<file path="src/pepc_pkg.sv">
`timescale 1ns / 1ps
// ----------------------------------------------------------------------------
// pepc_pkg
// Shared widths, micro-op and condition codes, program step addresses and
// the control/status structs of the polygon edge plane clipper.
// ----------------------------------------------------------------------------
package pepc_pkg;

    // vertex format
    localparam int NUM_COMP   = 5;
    localparam int COMP_IDX_W = $clog2(NUM_COMP);
    localparam int DATA_W     = 32;
    localparam int FRAC_W     = 16;
    localparam int T_W        = FRAC_W + 1;
    localparam int DIV_CNT_W  = $clog2(FRAC_W);
    localparam int PROD_W     = (DATA_W + 1) + (T_W + 1);
    localparam int OP_W       = 3;

    // edge cases named by the opcode
    localparam logic [OP_W-1:0] OP_PASS  = OP_W'(0);
    localparam logic [OP_W-1:0] OP_ENTER = OP_W'(1);
    localparam logic [OP_W-1:0] OP_LEAVE = OP_W'(2);

    // micro-ops
    localparam int UOP_W = 4;
    localparam logic [UOP_W-1:0] UOP_NOP        = UOP_W'(0);
    localparam logic [UOP_W-1:0] UOP_T_INIT     = UOP_W'(1);
    localparam logic [UOP_W-1:0] UOP_T_STEP     = UOP_W'(2);
    localparam logic [UOP_W-1:0] UOP_T_DONE     = UOP_W'(3);
    localparam logic [UOP_W-1:0] UOP_MUL        = UOP_W'(4);
    localparam logic [UOP_W-1:0] UOP_ADD        = UOP_W'(5);
    localparam logic [UOP_W-1:0] UOP_EMIT_ISECT = UOP_W'(6);
    localparam logic [UOP_W-1:0] UOP_EMIT_CUR   = UOP_W'(7);
    localparam logic [UOP_W-1:0] UOP_LOAD_PREV  = UOP_W'(8);

    // jump conditions
    localparam int COND_W = 3;
    localparam logic [COND_W-1:0] COND_NEVER     = COND_W'(0);
    localparam logic [COND_W-1:0] COND_OP_PASS   = COND_W'(1);
    localparam logic [COND_W-1:0] COND_OP_NOCLIP = COND_W'(2);
    localparam logic [COND_W-1:0] COND_OP_LEAVE  = COND_W'(3);
    localparam logic [COND_W-1:0] COND_DIV_MORE  = COND_W'(4);
    localparam logic [COND_W-1:0] COND_COMP_MORE = COND_W'(5);

    // program step addresses
    localparam int PC_W = 4;
    localparam logic [PC_W-1:0] STEP_PASS_CHK   = PC_W'(0);
    localparam logic [PC_W-1:0] STEP_CLIP_CHK   = PC_W'(1);
    localparam logic [PC_W-1:0] STEP_T_INIT     = PC_W'(2);
    localparam logic [PC_W-1:0] STEP_DIV        = PC_W'(3);
    localparam logic [PC_W-1:0] STEP_T_DONE     = PC_W'(4);
    localparam logic [PC_W-1:0] STEP_MUL        = PC_W'(5);
    localparam logic [PC_W-1:0] STEP_ADD        = PC_W'(6);
    localparam logic [PC_W-1:0] STEP_EMIT_ISECT = PC_W'(7);
    localparam logic [PC_W-1:0] STEP_EMIT_CUR   = PC_W'(8);
    localparam logic [PC_W-1:0] STEP_LOAD       = PC_W'(9);

    typedef struct packed {
        logic [UOP_W-1:0]  uop;
        logic [COND_W-1:0] cond;
        logic [PC_W-1:0]   target;
        logic              done;
    } ucode_word_t;

    typedef struct packed {
        logic             exec;
        logic [UOP_W-1:0] uop;
    } dp_ctrl_t;

    typedef struct packed {
        logic op_pass;
        logic op_no_clip;
        logic op_leave;
        logic div_more;
        logic comp_more;
        logic out_free;
    } dp_status_t;

endpackage

</file>
<file path="src/polygon_edge_plane_clip_core.sv">
`timescale 1ns / 1ps
// ----------------------------------------------------------------------------
// polygon_edge_plane_clip_core
// One clipping-plane stage of a polygon clipper in Q16.16 fixed point.
// ----------------------------------------------------------------------------
// Usage:
//   Input channel (in_valid/in_ready) carries one vertex item: opcode, plane
//   distance and the five components. Output channel (out_valid/out_ready)
//   carries emitted vertices; last_of_run marks the final one of an item.
//   Opcode 0 emits the current vertex, 1 the intersection then the current
//   vertex, 2 the intersection, 3 and above nothing; every item then
//   becomes the previous vertex.
//   Timing: a microcoded sequencer runs one item at a time. Clipped edges
//   run the 16 steps of the restoring divider for t, then two steps
//   (multiply, then add) per component on the shared multiplier.
//   A stalled receiver holds the output register; the sequencer waits at
//   its emit step, and the next item is taken once the program has ended,
//   even while the last result is still waiting to be taken.
//   Reset clears the previous vertex and distance to zero.
// ----------------------------------------------------------------------------
module polygon_edge_plane_clip_core (
    input  logic                clk,
    input  logic                rst_n,
    input  logic                in_valid,
    output logic                in_ready,
    input  logic [2:0]          opcode,
    input  logic signed [31:0]  plane_distance,
    input  logic signed [31:0]  pos_x,
    input  logic signed [31:0]  pos_y,
    input  logic signed [31:0]  pos_z,
    input  logic signed [31:0]  tex_u,
    input  logic signed [31:0]  tex_v,
    output logic                out_valid,
    input  logic                out_ready,
    output logic signed [31:0]  out_x,
    output logic signed [31:0]  out_y,
    output logic signed [31:0]  out_z,
    output logic signed [31:0]  out_u,
    output logic signed [31:0]  out_v,
    output logic                last_of_run
);

    logic                                                busy;
    logic                                                accept;
    pepc_pkg::dp_ctrl_t                                  ctrl;
    pepc_pkg::dp_status_t                                status;
    logic [pepc_pkg::NUM_COMP-1:0][pepc_pkg::DATA_W-1:0] vtx_in;
    logic [pepc_pkg::NUM_COMP-1:0][pepc_pkg::DATA_W-1:0] vtx_out;

    // input handshake
    assign in_ready = !busy;
    assign accept   = in_valid && in_ready;

    // component packing
    assign vtx_in = {tex_v, tex_u, pos_z, pos_y, pos_x};

    pepc_sequencer u_seq (
        .clk    (clk),
        .rst_n  (rst_n),
        .start  (accept),
        .status (status),
        .busy   (busy),
        .ctrl   (ctrl)
    );

    pepc_datapath u_dp (
        .clk       (clk),
        .rst_n     (rst_n),
        .load      (accept),
        .opcode    (opcode),
        .dist_in   (plane_distance),
        .vtx_in    (vtx_in),
        .ctrl      (ctrl),
        .status    (status),
        .out_valid (out_valid),
        .out_ready (out_ready),
        .vtx_out   (vtx_out),
        .last_out  (last_of_run)
    );

    // component unpacking
    assign out_x = vtx_out[0];
    assign out_y = vtx_out[1];
    assign out_z = vtx_out[2];
    assign out_u = vtx_out[3];
    assign out_v = vtx_out[4];

    // an accepted item always starts the program
    a_accept_starts: assert property (@(posedge clk) disable iff (!rst_n)
        accept |=> busy)
        else $error("accepted item did not start the sequencer");

    // results are only produced by a running program
    a_emit_while_busy: assert property (@(posedge clk) disable iff (!rst_n)
        $rose(out_valid) |-> $past(busy))
        else $error("output became valid with the sequencer idle");

    // an emit step never overwrites an unconsumed result
    a_emit_free: assert property (@(posedge clk) disable iff (!rst_n)
        ctrl.exec && ((ctrl.uop == pepc_pkg::UOP_EMIT_ISECT) ||
                      (ctrl.uop == pepc_pkg::UOP_EMIT_CUR)) |-> status.out_free)
        else $error("emit step executed while output register was held");

endmodule

</file>
<file path="src/pepc_ucode_rom.sv">
`timescale 1ns / 1ps
// ----------------------------------------------------------------------------
// pepc_ucode_rom
// Control store: one control word per program step of the clipper.
// ----------------------------------------------------------------------------
module pepc_ucode_rom (
    input  logic [pepc_pkg::PC_W-1:0] pc,
    output pepc_pkg::ucode_word_t     word
);

    // program listing
    always_comb
    begin
        word.uop    = pepc_pkg::UOP_NOP;
        word.cond   = pepc_pkg::COND_NEVER;
        word.target = pepc_pkg::STEP_PASS_CHK;
        word.done   = 1'b0;
        unique case (pc)
            pepc_pkg::STEP_PASS_CHK:
            begin
                word.cond   = pepc_pkg::COND_OP_PASS;
                word.target = pepc_pkg::STEP_EMIT_CUR;
            end
            pepc_pkg::STEP_CLIP_CHK:
            begin
                word.cond   = pepc_pkg::COND_OP_NOCLIP;
                word.target = pepc_pkg::STEP_LOAD;
            end
            pepc_pkg::STEP_T_INIT:
            begin
                word.uop = pepc_pkg::UOP_T_INIT;
            end
            pepc_pkg::STEP_DIV:
            begin
                word.uop    = pepc_pkg::UOP_T_STEP;
                word.cond   = pepc_pkg::COND_DIV_MORE;
                word.target = pepc_pkg::STEP_DIV;
            end
            pepc_pkg::STEP_T_DONE:
            begin
                word.uop = pepc_pkg::UOP_T_DONE;
            end
            pepc_pkg::STEP_MUL:
            begin
                word.uop = pepc_pkg::UOP_MUL;
            end
            pepc_pkg::STEP_ADD:
            begin
                word.uop    = pepc_pkg::UOP_ADD;
                word.cond   = pepc_pkg::COND_COMP_MORE;
                word.target = pepc_pkg::STEP_MUL;
            end
            pepc_pkg::STEP_EMIT_ISECT:
            begin
                word.uop    = pepc_pkg::UOP_EMIT_ISECT;
                word.cond   = pepc_pkg::COND_OP_LEAVE;
                word.target = pepc_pkg::STEP_LOAD;
            end
            pepc_pkg::STEP_EMIT_CUR:
            begin
                word.uop = pepc_pkg::UOP_EMIT_CUR;
            end
            pepc_pkg::STEP_LOAD:
            begin
                word.uop  = pepc_pkg::UOP_LOAD_PREV;
                word.done = 1'b1;
            end
            default:
            begin
                word.done = 1'b1;
            end
        endcase
    end

endmodule

</file>
<file path="src/pepc_sequencer.sv">
`timescale 1ns / 1ps
// ----------------------------------------------------------------------------
// pepc_sequencer
// Step counter with conditional jumps over the control store; holds on an
// emit step while the output register is still occupied.
// ----------------------------------------------------------------------------
module pepc_sequencer (
    input  logic                   clk,
    input  logic                   rst_n,
    input  logic                   start,
    input  pepc_pkg::dp_status_t   status,
    output logic                   busy,
    output pepc_pkg::dp_ctrl_t     ctrl
);

    logic                      busy_reg;
    logic                      busy_next;
    logic [pepc_pkg::PC_W-1:0] pc_reg;
    logic [pepc_pkg::PC_W-1:0] pc_next;
    pepc_pkg::ucode_word_t     word;
    logic                      take_jump;
    logic                      stall;

    pepc_ucode_rom u_rom (
        .pc   (pc_reg),
        .word (word)
    );

    // jump condition decode
    always_comb
    begin
        unique case (word.cond)
            pepc_pkg::COND_NEVER:     take_jump = 1'b0;
            pepc_pkg::COND_OP_PASS:   take_jump = status.op_pass;
            pepc_pkg::COND_OP_NOCLIP: take_jump = status.op_no_clip;
            pepc_pkg::COND_OP_LEAVE:  take_jump = status.op_leave;
            pepc_pkg::COND_DIV_MORE:  take_jump = status.div_more;
            pepc_pkg::COND_COMP_MORE: take_jump = status.comp_more;
            default:                  take_jump = 1'b0;
        endcase
    end

    // emit steps wait for a free output register
    assign stall = ((word.uop == pepc_pkg::UOP_EMIT_ISECT) ||
                    (word.uop == pepc_pkg::UOP_EMIT_CUR)) && !status.out_free;

    // step counter
    always_comb
    begin
        busy_next = busy_reg;
        pc_next   = pc_reg;
        if (start)
        begin
            busy_next = 1'b1;
            pc_next   = pepc_pkg::STEP_PASS_CHK;
        end
        else if (busy_reg && !stall)
        begin
            if (word.done)
            begin
                busy_next = 1'b0;
            end
            else if (take_jump)
            begin
                pc_next = word.target;
            end
            else
            begin
                pc_next = pc_reg + 1'b1;
            end
        end
    end

    always_ff @(posedge clk or negedge rst_n)
    begin
        if (!rst_n)
        begin
            busy_reg <= 1'b0;
            pc_reg   <= pepc_pkg::STEP_PASS_CHK;
        end
        else
        begin
            busy_reg <= busy_next;
            pc_reg   <= pc_next;
        end
    end

    assign busy      = busy_reg;
    assign ctrl.exec = busy_reg && !stall;
    assign ctrl.uop  = word.uop;

endmodule

</file>
<file path="src/pepc_datapath.sv">
`timescale 1ns / 1ps
// ----------------------------------------------------------------------------
// pepc_datapath
// Vertex registers, restoring divider for t, one multiplier and adder for
// the interpolation, and the output register.
// ----------------------------------------------------------------------------
module pepc_datapath (
    input  logic                                                clk,
    input  logic                                                rst_n,
    input  logic                                                load,
    input  logic [pepc_pkg::OP_W-1:0]                           opcode,
    input  logic [pepc_pkg::DATA_W-1:0]                         dist_in,
    input  logic [pepc_pkg::NUM_COMP-1:0][pepc_pkg::DATA_W-1:0] vtx_in,
    input  pepc_pkg::dp_ctrl_t                                  ctrl,
    output pepc_pkg::dp_status_t                                status,
    output logic                                                out_valid,
    input  logic                                                out_ready,
    output logic [pepc_pkg::NUM_COMP-1:0][pepc_pkg::DATA_W-1:0] vtx_out,
    output logic                                                last_out
);

    localparam int DW  = pepc_pkg::DATA_W;
    localparam int NC  = pepc_pkg::NUM_COMP;
    localparam int REM_W = DW + 2;

    // current item and previous vertex
    logic [pepc_pkg::OP_W-1:0]  op_reg;
    logic [DW-1:0]              dcur_reg;
    logic [NC-1:0][DW-1:0]      cur_reg;
    logic [DW-1:0]              dprev_reg;
    logic [NC-1:0][DW-1:0]      prev_reg;

    // divider and interpolation
    logic [REM_W-1:0]                rem_reg;
    logic [REM_W-1:0]                rem_next;
    logic [DW:0]                     den_reg;
    logic [pepc_pkg::FRAC_W-1:0]     quo_reg;
    logic [pepc_pkg::FRAC_W-1:0]     quo_next;
    logic                            t_zero_reg;
    logic                            t_one_reg;
    logic [pepc_pkg::T_W-1:0]        t_reg;
    logic [pepc_pkg::DIV_CNT_W-1:0]  div_cnt_reg;
    logic [pepc_pkg::COMP_IDX_W-1:0] comp_idx_reg;
    logic signed [pepc_pkg::PROD_W-1:0] prod_reg;
    logic signed [pepc_pkg::PROD_W-1:0] prod_next;
    logic [NC-1:0][DW-1:0]           isect_reg;

    // output register
    logic                  out_valid_reg;
    logic                  out_valid_next;
    logic [NC-1:0][DW-1:0] out_vtx_reg;
    logic                  out_last_reg;

    logic [DW:0]           den_full;
    logic [DW-1:0]         num_abs;
    logic [DW:0]           den_abs;
    logic                  t_zero_init;
    logic                  t_one_init;
    logic [REM_W-1:0]      rem_shift;
    logic signed [DW:0]    diff_s;
    logic signed [pepc_pkg::T_W:0] t_s;
    logic [DW-1:0]         isect_val;
    logic                  do_emit;

    // t setup: magnitudes and the special cases
    always_comb
    begin
        den_full    = {dprev_reg[DW-1], dprev_reg} - {dcur_reg[DW-1], dcur_reg};
        num_abs     = dprev_reg[DW-1] ? (~dprev_reg + 1'b1) : dprev_reg;
        den_abs     = den_full[DW] ? (~den_full + 1'b1) : den_full;
        t_zero_init = (den_full == '0) || (dprev_reg == '0) ||
                      (dprev_reg[DW-1] != den_full[DW]);
        t_one_init  = ({1'b0, num_abs} >= den_abs);
    end

    // one restoring division step per cycle
    always_comb
    begin
        rem_shift = {rem_reg[REM_W-2:0], 1'b0};
        if (rem_shift >= {1'b0, den_reg})
        begin
            rem_next = rem_shift - {1'b0, den_reg};
            quo_next = {quo_reg[pepc_pkg::FRAC_W-2:0], 1'b1};
        end
        else
        begin
            rem_next = rem_shift;
            quo_next = {quo_reg[pepc_pkg::FRAC_W-2:0], 1'b0};
        end
    end

    // interpolation of the selected component
    always_comb
    begin
        diff_s    = $signed({cur_reg[comp_idx_reg][DW-1], cur_reg[comp_idx_reg]}) -
                    $signed({prev_reg[comp_idx_reg][DW-1], prev_reg[comp_idx_reg]});
        t_s       = $signed({1'b0, t_reg});
        prod_next = diff_s * t_s;
        isect_val = prev_reg[comp_idx_reg] + prod_reg[pepc_pkg::FRAC_W +: DW];
    end

    // item capture
    always_ff @(posedge clk)
    begin
        if (load)
        begin
            op_reg   <= opcode;
            dcur_reg <= dist_in;
            cur_reg  <= vtx_in;
        end
    end

    // previous vertex, cleared by reset
    always_ff @(posedge clk or negedge rst_n)
    begin
        if (!rst_n)
        begin
            dprev_reg <= '0;
            prev_reg  <= '0;
        end
        else if (ctrl.exec && (ctrl.uop == pepc_pkg::UOP_LOAD_PREV))
        begin
            dprev_reg <= dcur_reg;
            prev_reg  <= cur_reg;
        end
    end

    // step counters
    always_ff @(posedge clk or negedge rst_n)
    begin
        if (!rst_n)
        begin
            div_cnt_reg  <= '0;
            comp_idx_reg <= '0;
        end
        else if (ctrl.exec)
        begin
            case (ctrl.uop)
                pepc_pkg::UOP_T_INIT: div_cnt_reg  <= '0;
                pepc_pkg::UOP_T_STEP: div_cnt_reg  <= div_cnt_reg + 1'b1;
                pepc_pkg::UOP_T_DONE: comp_idx_reg <= '0;
                pepc_pkg::UOP_ADD:    comp_idx_reg <= comp_idx_reg + 1'b1;
                default:              ;
            endcase
        end
    end

    // arithmetic registers
    always_ff @(posedge clk)
    begin
        if (ctrl.exec)
        begin
            case (ctrl.uop)
                pepc_pkg::UOP_T_INIT:
                begin
                    rem_reg    <= {2'b00, num_abs};
                    den_reg    <= den_abs;
                    quo_reg    <= '0;
                    t_zero_reg <= t_zero_init;
                    t_one_reg  <= t_one_init;
                end
                pepc_pkg::UOP_T_STEP:
                begin
                    rem_reg <= rem_next;
                    quo_reg <= quo_next;
                end
                pepc_pkg::UOP_T_DONE:
                begin
                    if (t_zero_reg)
                    begin
                        t_reg <= '0;
                    end
                    else if (t_one_reg)
                    begin
                        t_reg <= {1'b1, {pepc_pkg::FRAC_W{1'b0}}};
                    end
                    else
                    begin
                        t_reg <= {1'b0, quo_reg};
                    end
                end
                pepc_pkg::UOP_MUL:
                begin
                    prod_reg <= prod_next;
                end
                pepc_pkg::UOP_ADD:
                begin
                    isect_reg[comp_idx_reg] <= isect_val;
                end
                default: ;
            endcase
        end
    end

    // output register
    assign do_emit = ctrl.exec && ((ctrl.uop == pepc_pkg::UOP_EMIT_ISECT) ||
                                   (ctrl.uop == pepc_pkg::UOP_EMIT_CUR));

    always_comb
    begin
        out_valid_next = out_valid_reg;
        if (do_emit)
        begin
            out_valid_next = 1'b1;
        end
        else if (out_ready)
        begin
            out_valid_next = 1'b0;
        end
    end

    always_ff @(posedge clk or negedge rst_n)
    begin
        if (!rst_n)
        begin
            out_valid_reg <= 1'b0;
        end
        else
        begin
            out_valid_reg <= out_valid_next;
        end
    end

    always_ff @(posedge clk)
    begin
        if (do_emit)
        begin
            if (ctrl.uop == pepc_pkg::UOP_EMIT_ISECT)
            begin
                out_vtx_reg  <= isect_reg;
                out_last_reg <= (op_reg == pepc_pkg::OP_LEAVE);
            end
            else
            begin
                out_vtx_reg  <= cur_reg;
                out_last_reg <= 1'b1;
            end
        end
    end

    // status toward the sequencer
    assign status.op_pass    = (op_reg == pepc_pkg::OP_PASS);
    assign status.op_no_clip = (op_reg != pepc_pkg::OP_ENTER) &&
                               (op_reg != pepc_pkg::OP_LEAVE);
    assign status.op_leave   = (op_reg == pepc_pkg::OP_LEAVE);
    assign status.div_more   = (div_cnt_reg !=
                                pepc_pkg::DIV_CNT_W'(pepc_pkg::FRAC_W - 1));
    assign status.comp_more  = (comp_idx_reg !=
                                pepc_pkg::COMP_IDX_W'(pepc_pkg::NUM_COMP - 1));
    assign status.out_free   = !out_valid_reg || out_ready;

    assign out_valid = out_valid_reg;
    assign vtx_out   = out_vtx_reg;
    assign last_out  = out_last_reg;

endmodule

</file>
<file path="config.mk">
export PLATFORM = sky130hd
export DESIGN_NAME = polygon_edge_plane_clip_core
export DESIGN_NICKNAME = d
export VERILOG_FILES = /design/src/pepc_pkg.sv /design/src/polygon_edge_plane_clip_core.sv /design/src/pepc_ucode_rom.sv /design/src/pepc_sequencer.sv /design/src/pepc_datapath.sv
export SDC_FILE = /design/constraint.sdc
export NUM_CORES = 2
export LEC_CHECK = 0
export ABC_AREA = 1
export ABC_CLOCK_PERIOD_IN_PS = 23800
export BUFFER_PORTS_ARGS = -buffer_cell sky130_fd_sc_hd__buf_2
export CORE_ASPECT_RATIO = 0.6
export CORE_UTILIZATION = 35
export CTS_CLUSTER_SIZE = 16
export DETAILED_ROUTE_END_ITERATION = 10
export GPL_TIMING_DRIVEN = 1
export PLACE_DENSITY_LB_ADDON = 0.05
export SLEW_MARGIN = 20
export SYNTH_ARGS = -nofsm -noshare
export SYNTH_HDL_FRONTEND = slang
export SYNTH_SLANG_ARGS = --single-unit
</file>
<file path="constraint.sdc">
create_clock -name clk -period 23.8 [get_ports clk]
set_input_delay 1.19 -clock clk [delete_from_list [all_inputs] [get_ports clk]]
set_output_delay 1.19 -clock clk [all_outputs]
set_load 0.1 [all_outputs]
</file>
* Yosys cells after proc, flatten, opt, wreduce, memory -nomap -nowiden
Cells that the tools add are included.
** Word-level totals
- Register bits after elaboration :: 870
- Bits of input ports :: 199
- Output and inout port bits :: 163
- Logic and storage cells :: 145
** Operators by class
- Add/subtract/negate cells :: 9
- Multipliers :: 1
- Magnitude comparators :: 4
- Eq/ne operators :: 29
- Muxes and demuxes :: 29
- Bitwise logic cells :: 2
- Reduce and logical (&&, ||, !) cells :: 34
** Operators with widths (count)
- binary-select mux 32 bit (select 3 bit) :: 2
- bitwise mux 160 bit :: 1
- 2-to-1 mux 160 bit :: 1
- 2-to-1 mux 32 bit :: 4
- demux 32 bit (select 3 bit) :: 1
- 2-to-1 mux 33 bit :: 2
- one-hot mux 33 bit (2 select lines) :: 1
- subtractor 32 x 32 -> 33 bit :: 2
- multiplier 33 x 18 -> 48 bit :: 1
- one-hot mux 7 bit (5 select lines) :: 1
- greater-or-equal comparator 34 x 33 -> 1 bit :: 1
- adder 33 x 1 -> 33 bit (second input constant) :: 1
- greater-or-equal comparator 32 x 33 -> 1 bit :: 1
- zero test 33 bit :: 1
- NOT 33 bit :: 1
- subtractor 33 bit :: 1
- adder 32 x 1 -> 32 bit (second input constant) :: 1
- adder 32 bit :: 1
- == test 4 x 3 -> 1 bit (second input constant) :: 8
- zero test 32 bit :: 1
- NOT 32 bit :: 1
- one-hot mux 16 bit (2 select lines) :: 1
- one-hot mux 4 bit (8 select lines) :: 1
- 2-to-1 mux 17 bit :: 1
- other kinds (30) :: 71

* Longest topological paths before layout
- Word-level depth :: 9
- Depth in mapped cells :: 47
- Mapped depth without buffers :: 44

* By module
From an unflattened synthesis, not the netlist that was laid out.
** Unflattened totals
- Cell total of the unflattened synthesis :: 6655
- Area, all modules :: 60962.2 µm²
** By module, submodules not included
- pepc_datapath :: times used 1, cells each 6555, area an instance 60394.2 µm², seq. area each 24493.5 µm²
- pepc_sequencer :: times used 1, cells each 61, area an instance 405.4 µm², seq. area each 125.1 µm²
- pepc_ucode_rom :: times used 1, cells each 36, area an instance 148.9 µm², seq. area each 0.0 µm²
- polygon_edge_plane_clip_core :: times used 1, cells each 3, area an instance 13.8 µm², seq. area each 0.0 µm²

* Least setup slack after synthesis
OpenSTA, ideal clock, no wires.
- Kind :: reg-to-reg
- From :: register u_dp.comp_idx_reg[0] in the netlist's numbering
- To :: register u_dp.prod_reg[47] in the netlist's numbering (data pin)
- Setup time :: 0.252 ns
- Data arrival time :: 8.634 ns
- Data required time :: 23.548 ns
- Setup slack :: 14.913 ns
- Cell stages (with the launch flop) :: 40
- Path buffers :: 3
- Clock period less this slack :: 8.887 ns
- Cells stage by stage :: dfrtp_1 -> clkinv_1 -> nor3_1 -> clkbuf_1 -> buf_1 -> a211oi_1 -> ha_1 -> fa_1 -> o211ai_1 -> o21ai_0 -> o21ai_1 -> nand2_1 -> nand2_1 -> nand3_1 -> nand3_1 -> nand2_1 -> clkbuf_1 -> nor2_1 -> [4 not listed] -> fa_1 -> fa_1 -> fa_1 -> inv_1 -> fa_1 -> inv_1 -> ha_1 -> nand2_1 -> nor2_1 -> inv_1 -> nor2_1 -> nor4b_1 -> nand3_1 -> nand3_1 -> a21o_1 -> inv_1 -> nand2_1 -> nand2_1
** On the way
- Word-level cells in the longest chain between the ends :: 4
- Elaborated cells on any way between the ends :: 6
- Those cells by class :: add/sub: 1; mul: 1; mux: 4
** Ends and longest elaborated chain
- start, declared :: line pepc_datapath.sv:43 : logic [pepc_pkg::COMP_IDX_W-1:0] comp_idx_reg;
- start signal, assigned :: line pepc_datapath.sv:142 : pepc_pkg::UOP_ADD: comp_idx_reg <= comp_idx_reg + 1'b1;
- binary-select mux 32 bit (select 3 bit) (on tied branches) :: line pepc_datapath.sv:95, pepc_datapath.sv:96
- 2-to-1 mux 32 bit (on tied branches) :: line pepc_datapath.sv:95, pepc_datapath.sv:96
- subtractor 32 x 32 -> 33 bit (*) :: line pepc_datapath.sv:95 : diff_s = $signed({cur_reg[comp_idx_reg][DW-1], cur_reg[comp_idx_reg]}) -
- multiplier 33 x 18 -> 48 bit (*) :: line pepc_datapath.sv:98 : prod_next = diff_s * t_s;
- net u_dp.prod_next (one bit) :: line pepc_datapath.sv:45 : logic signed [pepc_pkg::PROD_W-1:0] prod_next;
- end signal, assigned :: line pepc_datapath.sv:184 : prod_reg <= prod_next;
- end, declared :: line pepc_datapath.sv:44 : logic signed [pepc_pkg::PROD_W-1:0] prod_reg;
The timed path passes the listed nets; every way through them passes the cells marked *. The select of a mux whose other input is x is not followed.
A chain may end at the register's enable or synchronous reset.

* Worst setup path in the final report
- From :: register u_dp.comp_idx_reg[2] in the netlist's numbering
- To :: register u_dp.prod_reg[46] in the netlist's numbering (data pin)
Same word-level chain as after synthesis.

==> run metrics <==
asr flop ratio synth 0.240; Worst path most repeated cell fa_1; Setup Skew 34.0 ps; Die Y-Extent 326 um; root buf cell clkbuf_16; CTS Buf Count 80; vias in the first global route 46400; worst hold stages 2; Hold Buf Count CTS 0; Max Cap Viol 0; Reg area 0.0246 sq mm; GP Congestion 0.997; Horiz. Die Dim 542 um; DR pass1 iterations 7; area grow syn2layout 12.2%; Cell variety after synth 62; setup bufs post-CTS 0; post-synth top area cell edfxtp_1; period utilization 0.530; Critical R2R Launch u_dp.comp_idx_reg[2]$_DFFE_PN0P_; Clock Latency Late Sink 680 ps; Fin. Hold Viols 0; Resized Gates After CTS 0; CTS max path bufs 3; Max stage delay on crit path 850 ps; Hold Path Sink u_dp.prev_reg[97]$_DFFE_PN0P_; relative slew slack 0.197; Worst Hold Launch u_dp.prev_reg[97]$_DFFE_PN0P_; Setup TNS 0 ps; top cells by area, synth edfxtp_1 32%, fa_1 17%, nand2_1 9.1%, dfrtp_1 8.4%, inv_1 8.0%; clk slew on worst S/H paths 60 ps; crit path launch type flip-flop; layout cell share with drive strength beyond 1 0.0952; maximum clock rate 0.0793 GHz; Final nets 8106; std cell rows 118; IO Count 362; PortBufs 361; mean instance size in the synthesized netlist 9.03 sq um; fin. max-slew vios 0; Sink Count 854; depth of the CTS H-tree 3; syn_nets 7786; Syn. warnings 0; Initial Util 0.354; Crit Reg-Reg Endpoint u_dp.prod_reg[46]$_DFFE_PP_; Slew @ Worst Pin 1200 ps; Seq/Total Area, Yosys 0.402; initial antenna violation count 24; die area 0.177 sq mm; fillers 17600; Final min period 12620 ps; R2R cell count 39; share of the synthesized area in the top cell type 0.318; Post-route DRC 0; worst min path class reg2reg; aggregate global routing overflow 0; cell with the largest stage delay on the worst path nor3_2; status complete, no violations; CP Max Fanout 30; maximum number of pins on one net before global-route repair 177; Final HPWL DP 197000 um; R2R setup slack 11180 ps; FF+latch count, synth 854; drt wl/cell 25.8 um; delay-heaviest family, CP adder cells; CP required 24200 ps; Worst setup EP type flip-flop; Total GRT Usage 0.277; CP bufs+invs 7; Post-synth EDFFs 649; Netlist Area Pre-Place 0.0613 sq mm; first-pass GRT wire length 348000 um; core area 0.173 sq mm; Top FF cell, synth edfxtp_1; area of the multi-input gates 0.0310 sq mm; RSZ-0062 raised after global routing no; ANT nets after route 0; Post-Synthesis Cells 6791; detailed-route wire length 245000 um; via/cell ratio 5.12; drt first-iter violations 5719; CTS tree built; Final setup viols 0; Worst Path Arrival 13020 ps; critical path class reg2reg; Vias 48800
-- cell families (layout without fill, tap and decap cells) --
family | after synthesis | count (layout) | synth area share
AND/OR/NAND/NOR | 2523 | 2523 | 0.168
buffers and inverters | 1534 | 1921 | 0.0951
AO/OA/AOI/OAI | 907 | 907 | 0.0841
flip-flops | 854 | 854 | 0.402
adder cells (fa/ha/maj) | 796 | 796 | 0.226
XOR/XNOR | 177 | 177 | 0.0258
other | 0 | 4 | 0
-- worst max path at each step --
stage,start,end,cells after the start
final,u_dp.comp_idx_reg[2]$_DFFE_PN0P_,u_dp.prod_reg[46]$_DFFE_PP_,39
after global routing,u_dp.comp_idx_reg[2]$_DFFE_PN0P_,u_dp.prod_reg[46]$_DFFE_PP_,39
after CTS,u_dp.comp_idx_reg[2]$_DFFE_PN0P_,u_dp.prod_reg[46]$_DFFE_PP_,39
after detailed placement,u_dp.comp_idx_reg[2]$_DFFE_PN0P_,u_dp.prod_reg[46]$_DFFE_PP_,39
after global placement,u_dp.comp_idx_reg[2]$_DFFE_PN0P_,u_dp.prod_reg[46]$_DFFE_PP_,39
after floorplan,u_dp.comp_idx_reg[0]$_DFFE_PN0P_,u_dp.prod_reg[47]$_DFFE_PP_,39
-- worst register-to-register path: cells and delay by family, from the launching register on --
family	cells	cell delay, ps
AO/OA/AOI/OAI	8	1890
XOR/XNOR	1	150
adder cells (fa/ha/maj)	9	4250
buffers and inverters	7	1810
flip-flops	1	470
AND/OR/NAND/NOR	14	3780
-- placed cells by master, fill, tap and decap left out, drive strengths merged, types with 27 or more instances in the layout --
cell / synthesis / routed
fa: 518 / 518
xor2: 116 / 116
nand4: 47 / 47
nand3: 247 / 247
clkbuf: 163 / 106
nor3: 48 / 48
nand2: 1498 / 1498
o21ai: 463 / 463
ha: 278 / 278
or2: 47 / 47
o211ai: 27 / 27
inv: 1316 / 1320
xnor2: 61 / 61
a221oi: 34 / 34
nor2: 595 / 595
a21oi: 222 / 222
clkinv: 8 / 30
o22ai: 33 / 33
dfrtp: 205 / 205
edfxtp: 649 / 649
buf: 47 / 448
o221ai: 32 / 32
-- cell usage after synthesis, drive strengths merged, types with 27 or more instances --
cell    instances
fa            518
nand3         247
a21oi         222
or2            47
buf            47
nand4          47
nand2        1498
o211ai         27
o21ai         463
clkbuf        163
nor3           48
a221oi         34
o22ai          33
inv          1316
xnor2          61
ha            278
edfxtp        649
o221ai         32
nor2          595
dfrtp         205
xor2          116
-- cell type report --
| cell class | count | area share |
|---|---|---|
| clock inverters | 43 | 0.00644 |
| repair buffers | 448 | 0.0361 |
| well taps | 2340 | 0.0426 |
| inverters | 1324 | 0.0725 |
| multi-input cells | 4403 | 0.451 |
| diodes | 4 | 0.000146 |
| clock buffers | 106 | 0.0329 |
| flip-flops and latches | 854 | 0.358 |
-- per-layer routing --
layer / vias to the layer above / global-route usage / wire length, um / part of all wire
met5: - / 0 / 36 / 0.00015
met1: 24400 / 0.471 / 129000 / 0.53
li1: 22200 / - / - / -
met2: 2038 / 0.346 / 89300 / 0.36
met4: 6 / 0.0312 / 2720 / 0.011
met3: 152 / 0.0657 / 24100 / 0.098
-- stage by stage --
| step | cell area [sq um] | util | hold WS (ps) | worst slack, ps | cells |
|---|---|---|---|---|---|
| floorplan | 61300 | - | 453 | 14910 | 6791 |
| global route | 68800 | 0.397 | 507 | 10570 | 9518 |
| CTS | 68800 | 0.397 | 489 | 11460 | 9518 |
| detailed placement | 66000 | 0.381 | 473 | 11480 | 9369 |
| global placement | 66000 | 0.381 | 465 | 11710 | 9369 |
| finish | 68800 | 0.397 | 486 | 11180 | 9522 |
Power is left out: the tool's default activity adds up to more than one toggle a clock period on the data nets, which glitch-free logic cannot reach.
